$ cat src/lrps_pkg.sv
`timescale 1ns / 1ps
package lrps_pkg;
  localparam int NUM_LEGS = 4;

  localparam logic [1:0] KIND_LOAD = 2'd0;
  localparam logic [1:0] KIND_CAPTURE = 2'd1;
  localparam logic [1:0] KIND_ENTER = 2'd2;
  localparam logic [1:0] KIND_TICK = 2'd3;

  localparam logic [1:0] MODE_FOLD = 2'd0;
  localparam logic [1:0] MODE_STAND = 2'd1;
  localparam logic [1:0] MODE_ROLL = 2'd2;
  localparam logic [1:0] MODE_DONE = 2'd3;

  localparam logic [2:0] CFG_BASE = 3'd0;
  localparam logic [2:0] CFG_MAXLEG = 3'd1;
  localparam logic [2:0] CFG_FOLD_RAMP = 3'd2;
  localparam logic [2:0] CFG_FOLD_SETTLE = 3'd3;
  localparam logic [2:0] CFG_STAND_RAMP = 3'd4;
  localparam logic [2:0] CFG_STAND_SETTLE = 3'd5;
  localparam logic [2:0] CFG_ROLL_RAMP = 3'd6;
  localparam logic [2:0] CFG_ROLL_SETTLE = 3'd7;

  typedef struct packed {
    logic       load_item;
    logic       emit_start;
    logic       copy_start;
    logic [1:0] copy_src;
    logic [1:0] table_sel;
    logic [10:0] ramp;
    logic [11:0] count;
    logic [1:0] mode;
  } lrps_cmd_t;

  typedef struct packed {
    logic busy;
    logic done;
  } lrps_status_t;
endpackage

$ cat src/legged_recovery_pose_sequencer.sv
`timescale 1ns / 1ps
// Recovery pose sequencer. One item is handled at a time. Load and capture items
// write one pose memory word; an enter item copies the measured pose into the
// start pose. A tick in fold or roll mode, or in stand mode up to its threshold,
// emits twelve joint commands; each joint is read from the single pose memory and
// scaled by a one-bit-a-cycle restoring divider shared by all joints, and a tick
// can be held by output stalls. A tick that moves on to another active mode adds a
// copy of the new start pose.
module legged_recovery_pose_sequencer import lrps_pkg::*; #(
  parameter int ANGLE_BITS = 16
) (
  input  logic clk,
  input  logic rst,
  input  logic in_valid,
  output logic in_ready,
  input  logic [1:0] kind,
  input  logic [1:0] pose_select,
  input  logic [3:0] joint_index,
  input  logic signed [ANGLE_BITS-1:0] joint_value,
  input  logic [11:0] height_mm,
  input  logic upside_down,
  input  logic cfg_valid,
  output logic cfg_ready,
  input  logic [2:0] cfg_index,
  input  logic [11:0] cfg_data,
  output logic out_valid,
  input  logic out_ready,
  output logic is_command,
  output logic [3:0] joint_number,
  output logic signed [ANGLE_BITS-1:0] joint_command,
  output logic [1:0] mode,
  output logic finished,
  output logic last
);
  lrps_cmd_t cmd;
  lrps_status_t status;
  logic stat_valid, dp_valid, dp_last;
  logic [3:0] dp_joint;
  logic signed [ANGLE_BITS-1:0] dp_cmd;
  logic [1:0] dp_mode;

  lrps_ctrl u_ctrl (
    .clk(clk), .rst(rst), .in_valid(in_valid), .in_ready(in_ready), .kind(kind),
    .height_mm(height_mm), .upside_down(upside_down), .cfg_valid(cfg_valid),
    .cfg_ready(cfg_ready), .cfg_index(cfg_index), .cfg_data(cfg_data), .cmd(cmd),
    .status(status), .stat_valid(stat_valid), .stat_ready(out_ready)
  );

  lrps_datapath #(.ANGLE_BITS(ANGLE_BITS)) u_dp (
    .clk(clk), .rst(rst), .cmd(cmd), .status(status), .pose_select(pose_select),
    .joint_index(joint_index), .joint_value(joint_value), .kind(kind),
    .out_valid(dp_valid), .out_ready(out_ready), .joint_number(dp_joint),
    .joint_command(dp_cmd), .cmd_mode(dp_mode), .out_last(dp_last)
  );

  assign out_valid = dp_valid || stat_valid;
  assign is_command = dp_valid;
  assign joint_number = dp_valid ? dp_joint : 4'd0;
  assign joint_command = dp_valid ? dp_cmd : '0;
  assign mode = dp_valid ? dp_mode : MODE_DONE;
  assign finished = !dp_valid;
  assign last = dp_valid ? dp_last : 1'b1;
endmodule

$ cat src/lrps_ram.sv
`timescale 1ns / 1ps
module lrps_ram #(
  parameter int WIDTH = 16,
  parameter int DEPTH = 48
) (
  input  logic clk,
  input  logic we,
  input  logic [$clog2(DEPTH)-1:0] waddr,
  input  logic [WIDTH-1:0] wdata,
  input  logic [$clog2(DEPTH)-1:0] raddr,
  output logic [WIDTH-1:0] rdata
);
  logic [WIDTH-1:0] mem [DEPTH];
  always_ff @(posedge clk) begin
    if (we) begin
      mem[waddr] <= wdata;
    end
    rdata <= mem[raddr];
  end
endmodule

$ cat src/lrps_datapath.sv
`timescale 1ns / 1ps
module lrps_datapath import lrps_pkg::*; #(
  parameter int ANGLE_BITS = 16
) (
  input  logic clk,
  input  logic rst,
  input  lrps_cmd_t cmd,
  output lrps_status_t status,
  input  logic [1:0] pose_select,
  input  logic [3:0] joint_index,
  input  logic signed [ANGLE_BITS-1:0] joint_value,
  input  logic [1:0] kind,
  output logic out_valid,
  input  logic out_ready,
  output logic [3:0] joint_number,
  output logic signed [ANGLE_BITS-1:0] joint_command,
  output logic [1:0] cmd_mode,
  output logic out_last
);
  localparam int NJ = NUM_LEGS * 3;
  localparam int DEPTH = NJ * 5;
  localparam int AW = $clog2(DEPTH);
  localparam int JW = $clog2(NJ + 1);
  localparam int PW = ANGLE_BITS + 1 + 12;
  localparam int QW = PW;
  localparam logic [2:0] S_IDLE = 3'd0;
  localparam logic [2:0] S_RD = 3'd1;
  localparam logic [2:0] S_LATCH = 3'd2;
  localparam logic [2:0] S_DIV = 3'd3;
  localparam logic [2:0] S_OUT = 3'd4;
  localparam logic [2:0] S_COPY = 3'd5;
  localparam logic [2:0] S_CRD = 3'd6;
  localparam logic [1:0] SRC_START = 2'd3;
  localparam logic [1:0] SRC_MEAS = 2'd3;

  // memory layout: tables 0..2, measured at 3, start at 4 (each NJ words)
  logic [2:0] state, state_next;
  logic [JW-1:0] j;
  logic [1:0] phase;
  logic we;
  logic [AW-1:0] waddr, raddr;
  logic [ANGLE_BITS-1:0] wdata, rdata;
  logic signed [ANGLE_BITS-1:0] s_val, t_val;
  logic neg;
  logic [PW-1:0] rem, quo;
  logic [$clog2(PW+1)-1:0] bitc;
  logic [10:0] ramp;
  logic [11:0] count;
  logic [1:0] tsel, csrc;
  lrps_cmd_t c;

  lrps_ram #(.WIDTH(ANGLE_BITS), .DEPTH(DEPTH)) u_ram (
    .clk(clk), .we(we), .waddr(waddr), .wdata(wdata), .raddr(raddr), .rdata(rdata)
  );

  function automatic logic [AW-1:0] addr(input logic [2:0] tb, input logic [JW-1:0] jj);
    addr = AW'(int'(tb) * NJ + int'(jj));
  endfunction

  logic signed [ANGLE_BITS:0] diff;
  logic [ANGLE_BITS:0] mag;
  logic [PW-1:0] prod;
  logic [PW:0] trial;
  logic signed [PW:0] sq;
  assign diff = (ANGLE_BITS+1)'(t_val) - (ANGLE_BITS+1)'(s_val);
  assign mag = diff[ANGLE_BITS] ? (ANGLE_BITS+1)'(-diff) : diff;
  assign prod = PW'(mag) * PW'(count);
  assign trial = {rem, quo[PW-1]} - (PW+1)'(ramp);
  assign sq = neg ? -$signed({1'b0, quo}) : $signed({1'b0, quo});

  always_comb begin
    we = 1'b0;
    waddr = addr(3'd4, j);
    wdata = rdata;
    raddr = addr(3'd4, j);
    state_next = state;
    if (state == S_IDLE && cmd.load_item) begin
      if (kind == KIND_LOAD && pose_select != 2'd3 && int'(joint_index) < NJ) begin
        we = 1'b1;
        waddr = addr({1'b0, pose_select}, JW'(joint_index));
        wdata = joint_value;
      end else if (kind == KIND_CAPTURE && int'(joint_index) < NJ) begin
        we = 1'b1;
        waddr = addr(3'd3, JW'(joint_index));
        wdata = joint_value;
      end
    end
    case (state)
      S_IDLE: begin
        if (cmd.emit_start) begin
          state_next = S_RD;
        end else if (cmd.copy_start) begin
          state_next = S_CRD;
        end
      end
      S_RD: begin
        raddr = phase[0] ? addr({1'b0, tsel}, j) : addr(3'd4, j);
        if (phase == 2'd2) begin
          state_next = S_LATCH;
        end
      end
      S_LATCH: state_next = S_DIV;
      S_DIV: begin
        if (int'(bitc) == PW - 1) begin
          state_next = S_OUT;
        end
      end
      S_OUT: begin
        if (out_ready) begin
          state_next = (int'(j) == NJ - 1) ? S_IDLE : S_RD;
        end
      end
      S_CRD: begin
        raddr = addr({1'b0, csrc}, j);
        if (phase == 2'd1) begin
          state_next = S_COPY;
        end
      end
      S_COPY: begin
        we = 1'b1;
        waddr = addr(3'd4, j);
        wdata = rdata;
        state_next = (int'(j) == NJ - 1) ? S_IDLE : S_CRD;
      end
      default: state_next = S_IDLE;
    endcase
  end

  always_ff @(posedge clk) begin
    if (rst) begin
      state <= S_IDLE;
      j <= '0;
      phase <= '0;
    end else begin
      state <= state_next;
      case (state)
        S_IDLE: begin
          j <= '0;
          phase <= '0;
          c <= cmd;
          tsel <= cmd.table_sel;
          csrc <= cmd.copy_src;
          ramp <= cmd.ramp;
          count <= cmd.count;
        end
        S_RD: begin
          phase <= (phase == 2'd2) ? 2'd0 : phase + 2'd1;
          if (phase == 2'd1) begin
            s_val <= rdata;
          end
          if (phase == 2'd2) begin
            t_val <= rdata;
          end
        end
        S_LATCH: begin
          neg <= diff[ANGLE_BITS];
          quo <= prod;
          rem <= '0;
          bitc <= '0;
        end
        S_DIV: begin
          bitc <= bitc + 1'b1;
          if (!trial[PW]) begin
            rem <= trial[PW-1:0];
            quo <= {quo[PW-2:0], 1'b1};
          end else begin
            rem <= {rem[PW-2:0], quo[PW-1]};
            quo <= {quo[PW-2:0], 1'b0};
          end
        end
        S_OUT: begin
          if (out_ready) begin
            j <= j + 1'b1;
          end
        end
        S_CRD: phase <= phase + 2'd1;
        S_COPY: begin
          phase <= '0;
          j <= j + 1'b1;
        end
        default: ;
      endcase
    end
  end

  // last step of the divider fills the final quotient bit
  logic signed [ANGLE_BITS-1:0] res;
  always_comb begin
    if (count >= 12'(ramp)) begin
      res = t_val;
    end else begin
      res = ANGLE_BITS'(sq + (PW+1)'(s_val));
    end
  end

  assign out_valid = (state == S_OUT);
  assign joint_number = 4'(j);
  assign joint_command = res;
  assign cmd_mode = c.mode;
  assign out_last = (int'(j) == NJ - 1);
  assign status.busy = (state != S_IDLE);
  assign status.done = (state == S_OUT && out_ready && int'(j) == NJ - 1)
                       || (state == S_COPY && int'(j) == NJ - 1);
  logic unused;
  assign unused = ^{SRC_START, SRC_MEAS, c.load_item, c.emit_start, c.copy_start,
                    c.copy_src, c.table_sel, c.ramp, c.count};
endmodule

$ cat src/lrps_ctrl.sv
`timescale 1ns / 1ps
module lrps_ctrl import lrps_pkg::*; (
  input  logic clk,
  input  logic rst,
  input  logic in_valid,
  output logic in_ready,
  input  logic [1:0] kind,
  input  logic [11:0] height_mm,
  input  logic upside_down,
  input  logic cfg_valid,
  output logic cfg_ready,
  input  logic [2:0] cfg_index,
  input  logic [11:0] cfg_data,
  output lrps_cmd_t cmd,
  input  lrps_status_t status,
  output logic stat_valid,
  input  logic stat_ready
);
  localparam logic [1:0] C_IDLE = 2'd0;
  localparam logic [1:0] C_EMIT = 2'd1;
  localparam logic [1:0] C_COPY = 2'd2;
  localparam logic [1:0] C_STAT = 2'd3;

  logic [11:0] base_height, max_leg_length;
  logic [10:0] fold_ramp, fold_settle, stand_ramp, stand_settle, roll_ramp, roll_settle;
  logic [1:0] st, mode;
  logic [11:0] tick_count;
  logic up_l;
  logic [1:0] pend_src;
  logic pend_copy;
  logic [11:0] thr;
  logic [15:0] thr_p;

  assign cfg_ready = 1'b1;
  assign in_ready = (st == C_IDLE) && !status.busy;
  logic acc;
  assign acc = in_valid && in_ready;
  assign thr_p = (16'(stand_ramp) + 16'(stand_settle)) * 16'd7;
  assign thr = 12'(({16'd0, thr_p} * 32'd52429) >> 19);
  assign stat_valid = (st == C_STAT);

  logic [12:0] nc;
  assign nc = 13'(tick_count) + 13'd1;

  always_comb begin
    cmd = '0;
    cmd.load_item = acc;
    cmd.count = tick_count;
    cmd.mode = mode;
    case (mode)
      MODE_FOLD: begin
        cmd.table_sel = 2'd1;
        cmd.ramp = fold_ramp;
      end
      MODE_STAND: begin
        cmd.table_sel = 2'd0;
        cmd.ramp = stand_ramp;
      end
      default: begin
        cmd.table_sel = 2'd2;
        cmd.ramp = roll_ramp;
      end
    endcase
    cmd.emit_start = (st == C_EMIT);
    cmd.copy_start = (st == C_COPY) && !status.busy;
    cmd.copy_src = pend_src;
  end

  always_ff @(posedge clk) begin
    if (rst) begin
      base_height <= 12'd300;
      max_leg_length <= 12'd400;
      fold_ramp <= 11'd1000;
      fold_settle <= 11'd1000;
      stand_ramp <= 11'd500;
      stand_settle <= 11'd500;
      roll_ramp <= 11'd50;
      roll_settle <= 11'd300;
      st <= C_IDLE;
      mode <= MODE_FOLD;
      tick_count <= '0;
      pend_copy <= 1'b0;
      pend_src <= '0;
      up_l <= 1'b0;
    end else begin
      if (cfg_valid) begin
        case (cfg_index)
          CFG_BASE: base_height <= cfg_data;
          CFG_MAXLEG: max_leg_length <= cfg_data;
          CFG_FOLD_RAMP: fold_ramp <= cfg_data[10:0];
          CFG_FOLD_SETTLE: fold_settle <= cfg_data[10:0];
          CFG_STAND_RAMP: stand_ramp <= cfg_data[10:0];
          CFG_STAND_SETTLE: stand_settle <= cfg_data[10:0];
          CFG_ROLL_RAMP: roll_ramp <= cfg_data[10:0];
          CFG_ROLL_SETTLE: roll_settle <= cfg_data[10:0];
          default: ;
        endcase
      end
      case (st)
        C_IDLE: begin
          if (acc) begin
            up_l <= upside_down;
            if (kind == KIND_ENTER) begin
              tick_count <= '0;
              pend_src <= 2'd3;
              st <= C_COPY;
              mode <= (!upside_down && base_height < height_mm
                       && 13'(height_mm) < 13'(base_height) + 13'(max_leg_length))
                      ? MODE_STAND : MODE_FOLD;
            end else if (kind == KIND_TICK) begin
              pend_copy <= 1'b0;
              case (mode)
                MODE_FOLD: begin
                  st <= C_EMIT;
                  if (nc[11:0] >= 12'(fold_ramp) + 12'(fold_settle)) begin
                    pend_copy <= 1'b1;
                    pend_src <= 2'd1;
                  end
                end
                MODE_STAND: begin
                  if (tick_count <= thr) begin
                    st <= C_EMIT;
                  end else if (upside_down || height_mm < base_height) begin
                    pend_src <= 2'd3;
                    mode <= MODE_FOLD;
                    tick_count <= '0;
                    st <= C_COPY;
                  end else begin
                    mode <= MODE_DONE;
                  end
                end
                MODE_ROLL: begin
                  st <= C_EMIT;
                  if (13'(nc[11:0]) > 13'(roll_ramp) + 13'(roll_settle)) begin
                    pend_copy <= 1'b1;
                    pend_src <= 2'd2;
                  end
                end
                default: st <= C_STAT;
              endcase
            end
          end
        end
        C_EMIT: begin
          // datapath latches the count this cycle, so it advances here
          st <= pend_copy ? C_COPY : C_IDLE;
          if (pend_copy) begin
            tick_count <= '0;
            mode <= (mode == MODE_ROLL) ? MODE_FOLD : (up_l ? MODE_ROLL : MODE_STAND);
            pend_copy <= 1'b0;
          end else begin
            tick_count <= nc[11:0];
          end
        end
        C_COPY: if (!status.busy) st <= C_IDLE;
        C_STAT: if (stat_ready) st <= C_IDLE;
        default: st <= C_IDLE;
      endcase
    end
  end
endmodule
$ cat config.mk
export PLATFORM = sky130hd
export DESIGN_NAME = legged_recovery_pose_sequencer
export DESIGN_NICKNAME = d
export VERILOG_FILES = /design/src/lrps_pkg.sv /design/src/legged_recovery_pose_sequencer.sv /design/src/lrps_ram.sv /design/src/lrps_datapath.sv /design/src/lrps_ctrl.sv
export SDC_FILE = /design/constraint.sdc
export NUM_CORES = 2
export LEC_CHECK = 0
export BUFFER_PORTS_ARGS = -buffer_cell sky130_fd_sc_hd__buf_4
export CAP_MARGIN = 15
export CORE_MARGIN = 4
export CORE_UTILIZATION = 65
export CTS_CLUSTER_DIAMETER = 120
export DETAILED_ROUTE_END_ITERATION = 12
export GPL_TIMING_DRIVEN = 0
export HOLD_SLACK_MARGIN = 0.15
export PLACE_DENSITY = 0.87
export SETUP_SLACK_MARGIN = 0.1
export SLEW_MARGIN = 25
export SYNTH_ARGS = -nofsm -noshare
export SYNTH_HDL_FRONTEND = slang
export SYNTH_SLANG_ARGS = --single-unit
$ cat constraint.sdc
create_clock -name clk -period 16.1 [get_ports clk]
set_input_delay 3.22 -clock clk [delete_from_list [all_inputs] [get_ports clk]]
set_output_delay 3.22 -clock clk [all_outputs]
set_load 0.05 [all_outputs]
* Word level (Yosys, flattened, before mapping)
Memories as Yosys holds them, arrays and structs flattened. A register that Yosys moved wholly into a read port is not among the register bits.
Cells that the tools add are included.
** Cells by class
- Add/subtract/negate cells :: 18
- Reductions and logical operators :: 49
- Equality and inequality tests :: 46
- Order comparisons :: 8
- Shift operators :: 0
- Bitwise gates (word level) :: 1
- Div/mod/pow operators :: 0
- Multiply operators :: 6
- Mux-type cells :: 85
** Operators by type and width (count)
- one-hot mux 29 bit (2 select lines) :: 2
- two-way mux 16 bit :: 7
- two-way mux 12 bit :: 7
- two-way mux 2 bit :: 25
- adder 11 x 11 -> 12 bit :: 3
- multiplier 16 x 16 -> 31 bit (second input constant) :: 1
- two-way mux 6 bit :: 5
- subtractor 30 x 11 -> 30 bit :: 1
- multiplier 17 x 12 -> 29 bit :: 1
- two-way mux 29 bit :: 1
- one-hot mux 13 bit (2 select lines) :: 1
- AND reduction 2 bit :: 13
- less-than comparator 12 bit :: 2
- one-hot mux 12 bit (2 select lines) :: 1
- == test 3 bit (second input constant) :: 7
- two-way mux 3 bit :: 7
- one-hot mux 3 bit (7 select lines) :: 1
- adder 6 x 5 -> 6 bit :: 3
- two-way mux 17 bit :: 1
- negator 17 bit :: 1
- subtractor 16 x 16 -> 17 bit :: 1
- adder 16 bit :: 1
- multiplier 16 x 3 -> 16 bit (second input constant) :: 1
- negator 16 bit :: 1
- other kinds (49) :: 119
** Word-level totals
- Output and inout port bits :: 28
- Memories kept :: 1
- Bits in read-only memories :: 0
- Bits of input ports :: 57
- Bits in writable memories :: 960
- Bits in latches :: 0
- Bits in registers :: 244
** Memory list
- u_dp.u_ram.mem :: depth 60, bits a word 16, read ports 1, clocked after memory_dff 1, wr ports 1, RTL line lrps_ram.sv:13 : logic [WIDTH-1:0] mem [DEPTH];

* Depth between registers and ports, before layout
- Depth after elaboration :: 10
- Mapped depth :: 52
- Gate-level depth less buffers :: 51

* Modules after synthesis
From an unflattened synthesis, not the netlist that was laid out.
** Second synthesis, totals
- Cell total of the unflattened synthesis :: 4768
- Area, all modules :: 65140.0 um^2
** Modules (own cells, without submodules)
- lrps_ram :: area an instance 37195.7 um^2, cells an instance 1612, seq. area each 29148.0 um^2, times used 1
- lrps_datapath :: area an instance 15651.3 um^2, cells an instance 1679, seq. area each 3933.8 um^2, times used 1
- lrps_ctrl :: area an instance 12114.1 um^2, cells an instance 1450, seq. area each 2202.1 um^2, times used 1
- legged_recovery_pose_sequencer :: area an instance 178.9 um^2, cells an instance 27, seq. area each 0.0 um^2, times used 1

* Worst setup path after synthesis
OpenSTA, ideal clock, no wires.
- Path kind :: reg-to-reg
- Start point :: register u_ctrl.stand_ramp[0]
- End point :: register u_ctrl.tick_count[5]
- Data required time :: 15.968 ns
- Library setup time :: 0.132 ns
- Path slack :: 5.693 ns
- Arrival :: 10.275 ns
- Stages on the path, launching flop included :: 47
- Buffers on the path :: 1
- Path through :: dfxtp_1 > ha_1 > inv_1 > fa_1 > nor2b_1 > o21ai_0 > a21boi_0 > o21ai_0 > a21boi_0 > o21ai_0 > a21boi_0 > mux2i_1 > or2_2 > fa_1 > inv_1 > ha_1 > or3_1 > o211ai_1 > (+11 left out) > ha_1 > o21a_1 > o21ai_0 > a21boi_0 > nand3_1 > o21ai_0 > a41o_1 > o21a_1 > or2_2 > ha_1 > nand4_1 > o21a_1 > a21oi_1 > nand3b_1 > a32oi_1 > clkbuf_1 > o211a_1 > nor3_1
** Between the ends
- Longest elaborated chain between the ends :: 6
** Ends and longest elaborated chain
- from (decl) :: RTL line lrps_ctrl.sv:25 : logic [10:0] fold_ramp, fold_settle, stand_ramp, stand_settle, roll_ramp, roll_settle;
- from (signal assigned) :: RTL line lrps_ctrl.sv:92 : CFG_STAND_RAMP: stand_ramp <= cfg_data[10:0];
- adder 11 x 11 -> 12 bit :: RTL line lrps_ctrl.sv:38 : assign thr_p = (16'(stand_ramp) + 16'(stand_settle)) * 16'd7;
- multiplier 16 x 3 -> 16 bit :: RTL line lrps_ctrl.sv:38
- multiplier 16 x 16 -> 31 bit :: RTL line lrps_ctrl.sv:39 : assign thr = 12'(({16'd0, thr_p} * 32'd52429) >> 19);
- <= comparator 12 bit :: RTL line lrps_ctrl.sv:121 : if (tick_count <= thr) begin
- != test 3 bit (no source line)
- AND reduction 6 bit (no source line)
- to (signal assigned) :: RTL line lrps_ctrl.sv:152 : tick_count <= nc[11:0];
- to (decl) :: RTL line lrps_ctrl.sv:27 : logic [11:0] tick_count;
No other way between the ends.
A chain may end at the register's enable or synchronous reset.

* Final worst setup path
- Start point :: register u_ctrl.stand_ramp[0]
- End point :: register u_ctrl.pend_src[1]
** Between the ends
- Longest elaborated chain between the ends :: 6
** Ends and longest elaborated chain
- adder 11 x 11 -> 12 bit :: RTL line lrps_ctrl.sv:38
- multiplier 16 x 3 -> 16 bit :: RTL line lrps_ctrl.sv:38
- multiplier 16 x 16 -> 31 bit :: RTL line lrps_ctrl.sv:39
- <= comparator 12 bit :: RTL line lrps_ctrl.sv:121
- != test 3 x 2 -> 1 bit (no source line)
- AND reduction 8 bit (no source line)
- to (signal assigned) :: RTL line lrps_ctrl.sv:117 : pend_src <= 2'd1;
- to (signal assigned) :: RTL line lrps_ctrl.sv:124 : pend_src <= 2'd3;
- to (signal assigned) :: RTL line lrps_ctrl.sv:136 : pend_src <= 2'd2;
- to (decl) :: RTL line lrps_ctrl.sv:29 : logic [1:0] pend_src;
No other way between the ends.

==> qor.yml <==
synth_edf_count: 1085
drive_gt1_share_pct: 8.18
synth_top_area_cell: "edfxtp_1"
portBuffers: 68
grt_pass1_wl_um: 298000
fin_ws_ps: 3630
grtUsageMet2_pct: 55.8
finalCritPeriodShare_pct: 77.5
vias_per_cell: 6.75
die_w_um: 332
grtUsageTotal_pct: 35.2
place_ws_ps: 3800
cts-resized-gates: 0
die_y_um: 332
critPathLaunchType: "register"
crit_type: "register to register"
postCtsHoldBufs: 0
synthCells: 5792
synth_top_cells_by_area: "edfxtp_1 48%, ha_1 7.2%, fa_1 7.2%"
nets: 6713
max_freq_mhz: 80.2
cp_max_fo: 5
fin_skew_ps: 77.9
ant_nets: 0
finalSetupViolations: 0
wl_per_cell_um: 26.4
critPathCaptureType: "register"
area_growth_syn_to_layout_pct: 10.4
ff_latch_area_um2: 35300
yosysUniqueCellTypes: 93
n_fill_cell: 6655
cap_violations: 0
rsz0062_at_grt: "no"
drv_slew: 0
setup-tns-final_ps: 0
grt-ovfl-total: 0
cts_sinks: 1220
period_needed_ps: 12470
slowest_delay_ps: 670
dieArea_um2: 110000
run_status: "complete, no violations"
initial_core_util_pct: 65.6
cts_setup_buffers: 0
io-pin-count: 85
cts_max_level: 3
hpwl_um: 138000
antenna_found_initial: 12
syn_avg_cell_area_um2: 11.8
wl_um: 198000
synth_nets: 6487
clk_latency_ps: 770
worst_pin_slew_ps: 1090
cts_tree: "built"
top_usage_layer: "met2"
cts_inserted_buffers: 117
critPathArrivalTime_ps: 13080
grt_pass1_vias: 50400
holdCritPathClass: "register to register"
core_area_um2: 104000
synth_seq_cells: 1220
rows: 118
synth_warnings: 0
drc: 0
path_clk_slew_ps: 60
critPathRequiredTime_ps: 16710
slowest_stage: "xnor2_1"
clockBufferDepth: 3
use_met3_pct: 9.03
grtUsageMet1_pct: 44.6
hold_viol_final: 0
netlist_area_um2: 68100
grt_max_degree: 61
drt-initial-drc-count: 7147
rrSetupSlack_ps: 3630
multiInputGateArea_um2: 30200
synth-async-reset-ratio_pct: 0
yosysTopAreaCellShare_pct: 47.8
root_buffer: "clkbuf_16"
dr.pass1.iters: 10
vias: 50700
ys.flop_type: "edfxtp_1"
synth-seq-area-share_pct: 51.8
gp_congestion: 1.00
slew_headroom_pct: 26.9
timing.hold.ws_ps: 465
[state kept, by name, summed over array words and instances, names as in the netlist, 12 cells and up]
register               count
u_dp.rem                  29
u_dp.quo                  29
u_ctrl.tick_count         12
u_dp.s_val                16
u_dp.t_val                16
u_ctrl.max_leg_length     12
u_dp.u_ram.rdata          16
u_dp.u_ram.mem           960
u_dp.count                12
u_ctrl.base_height        12
[layout make-up]
type | instances | share of cell area (%)
Tap cell | 1380 | 2.30
Inverter | 442 | 2.21
Buffer | 312 | 1.68
Clock buffer | 148 | 4.20
Clock inverter | 74 | 0.982
Timing Repair Buffer | 107 | 1.47
Sequential cell | 1220 | 47.0
Antenna cell | 5 | 0.0167
Multi-Input combinational cell | 3818 | 40.2
[critical path, delay by kind of cell (launching register included)]
kind	cells	cell delay [ps]
fa+ha+maj	12	4740
simple gates	8	1590
mux	1	150
xor+xnor	2	820
flops	1	470
buf+inv	5	250
compound gates	18	4310
[through the flow]
stage / instance area [um2] / util (%) / instances
3_3_place_gp: 70300 / 67.8 / 7240
3_5_place_dp: 71200 / 68.6 / 7279
6_report: 75100 / 72.4 / 7506
5_1_grt: 75100 / 72.4 / 7503
4_1_cts: 75100 / 72.4 / 7501
2_1_floorplan: 68100 / - / 5792
[kinds of logic (layout without fill, tap and decap cells)]
family                   after synthesis  after routing  synth area share [%]
XOR/XNOR                             168            168                  2.16
buffers and inverters                754           1083                  4.29
AND/OR/NAND/NOR                     1537           1537                  9.98
adder cells (fa/ha/maj)              638            638                  14.4
other                                  1              6               0.00551
AO/OA/AOI/OAI                       1151           1151                  11.7
multiplexers                         323            323                  5.65
flip-flops                          1220           1220                  51.8
[metal layers]
metal / part of all wire (%) / up-vias
met2: 46 / 3730
met1: 35 / 24300
met5: 0.023 / -
met3: 13 / 902
li1: - / 21700
met4: 7.0 / 8
[final timing paths]
check / start / to / cells past startpoint
worst min-delay path: u_dp.u_ram.rdata[5] / u_dp.t_val[5] / 0
worst max-delay path: u_ctrl.stand_ramp[0] / u_ctrl.pend_src[1] / 46
worst max register to register: u_ctrl.stand_ramp[0] / u_ctrl.pend_src[1] / 46
worst min register to register: u_dp.u_ram.rdata[5] / u_dp.t_val[5] / 0
[layout by cell type (no fill, tap or decap), types with 63 or more instances in the layout]
master	synthesis	final
a21oi_1	241	241
inv_1	439	439
nor2_1	337	276
buf_4	1	76
clkbuf_16	0	119
edfxtp_1	1085	1085
xnor2_1	107	107
o22ai_1	180	180
ha_1	393	393
mux2i_1	271	271
nor3_1	67	66
o21ai_0	153	153
a32oi_1	80	80
nand3_1	100	100
fa_1	245	245
clkbuf_1	220	241
a221o_1	64	64
dfxtp_1	135	135
a311oi_1	68	68
and2_1	63	63
nand2_1	752	736
[Yosys cell counts (6+ instances only)]
library cell and n:
buf_1 32, nand3_1 100, a221o_1 64, mux2i_1 271, nand2_1 752, o211ai_1 6
clkbuf_1 220, or3_1 51, and2_1 63, mux4_2 49, o211a_1 9, o22ai_1 180
inv_1 439, a221oi_1 40, xnor2_1 107, nor2b_1 45, a31oi_1 30, a211o_1 12
or4_1 13, or2_2 8, a32oi_1 80, o31ai_1 36, a22oi_1 16, a21boi_0 7
a21o_1 55, edfxtp_1 1085, nand3b_1 7, nor2_1 337, o2111ai_1 7, o21a_1 27
a311oi_1 68, a21oi_1 241, ha_1 393, nand2b_1 28, and3_1 21, dfxtp_1 135
nor3_1 67, nand4_1 17, a211oi_1 49, o21bai_1 21, buf_2 56, o21ai_0 153
xor2_1 61, fa_1 245
Power is not shown: default switching activity piles up to over one toggle a cycle in this logic, so the estimate is an artifact.
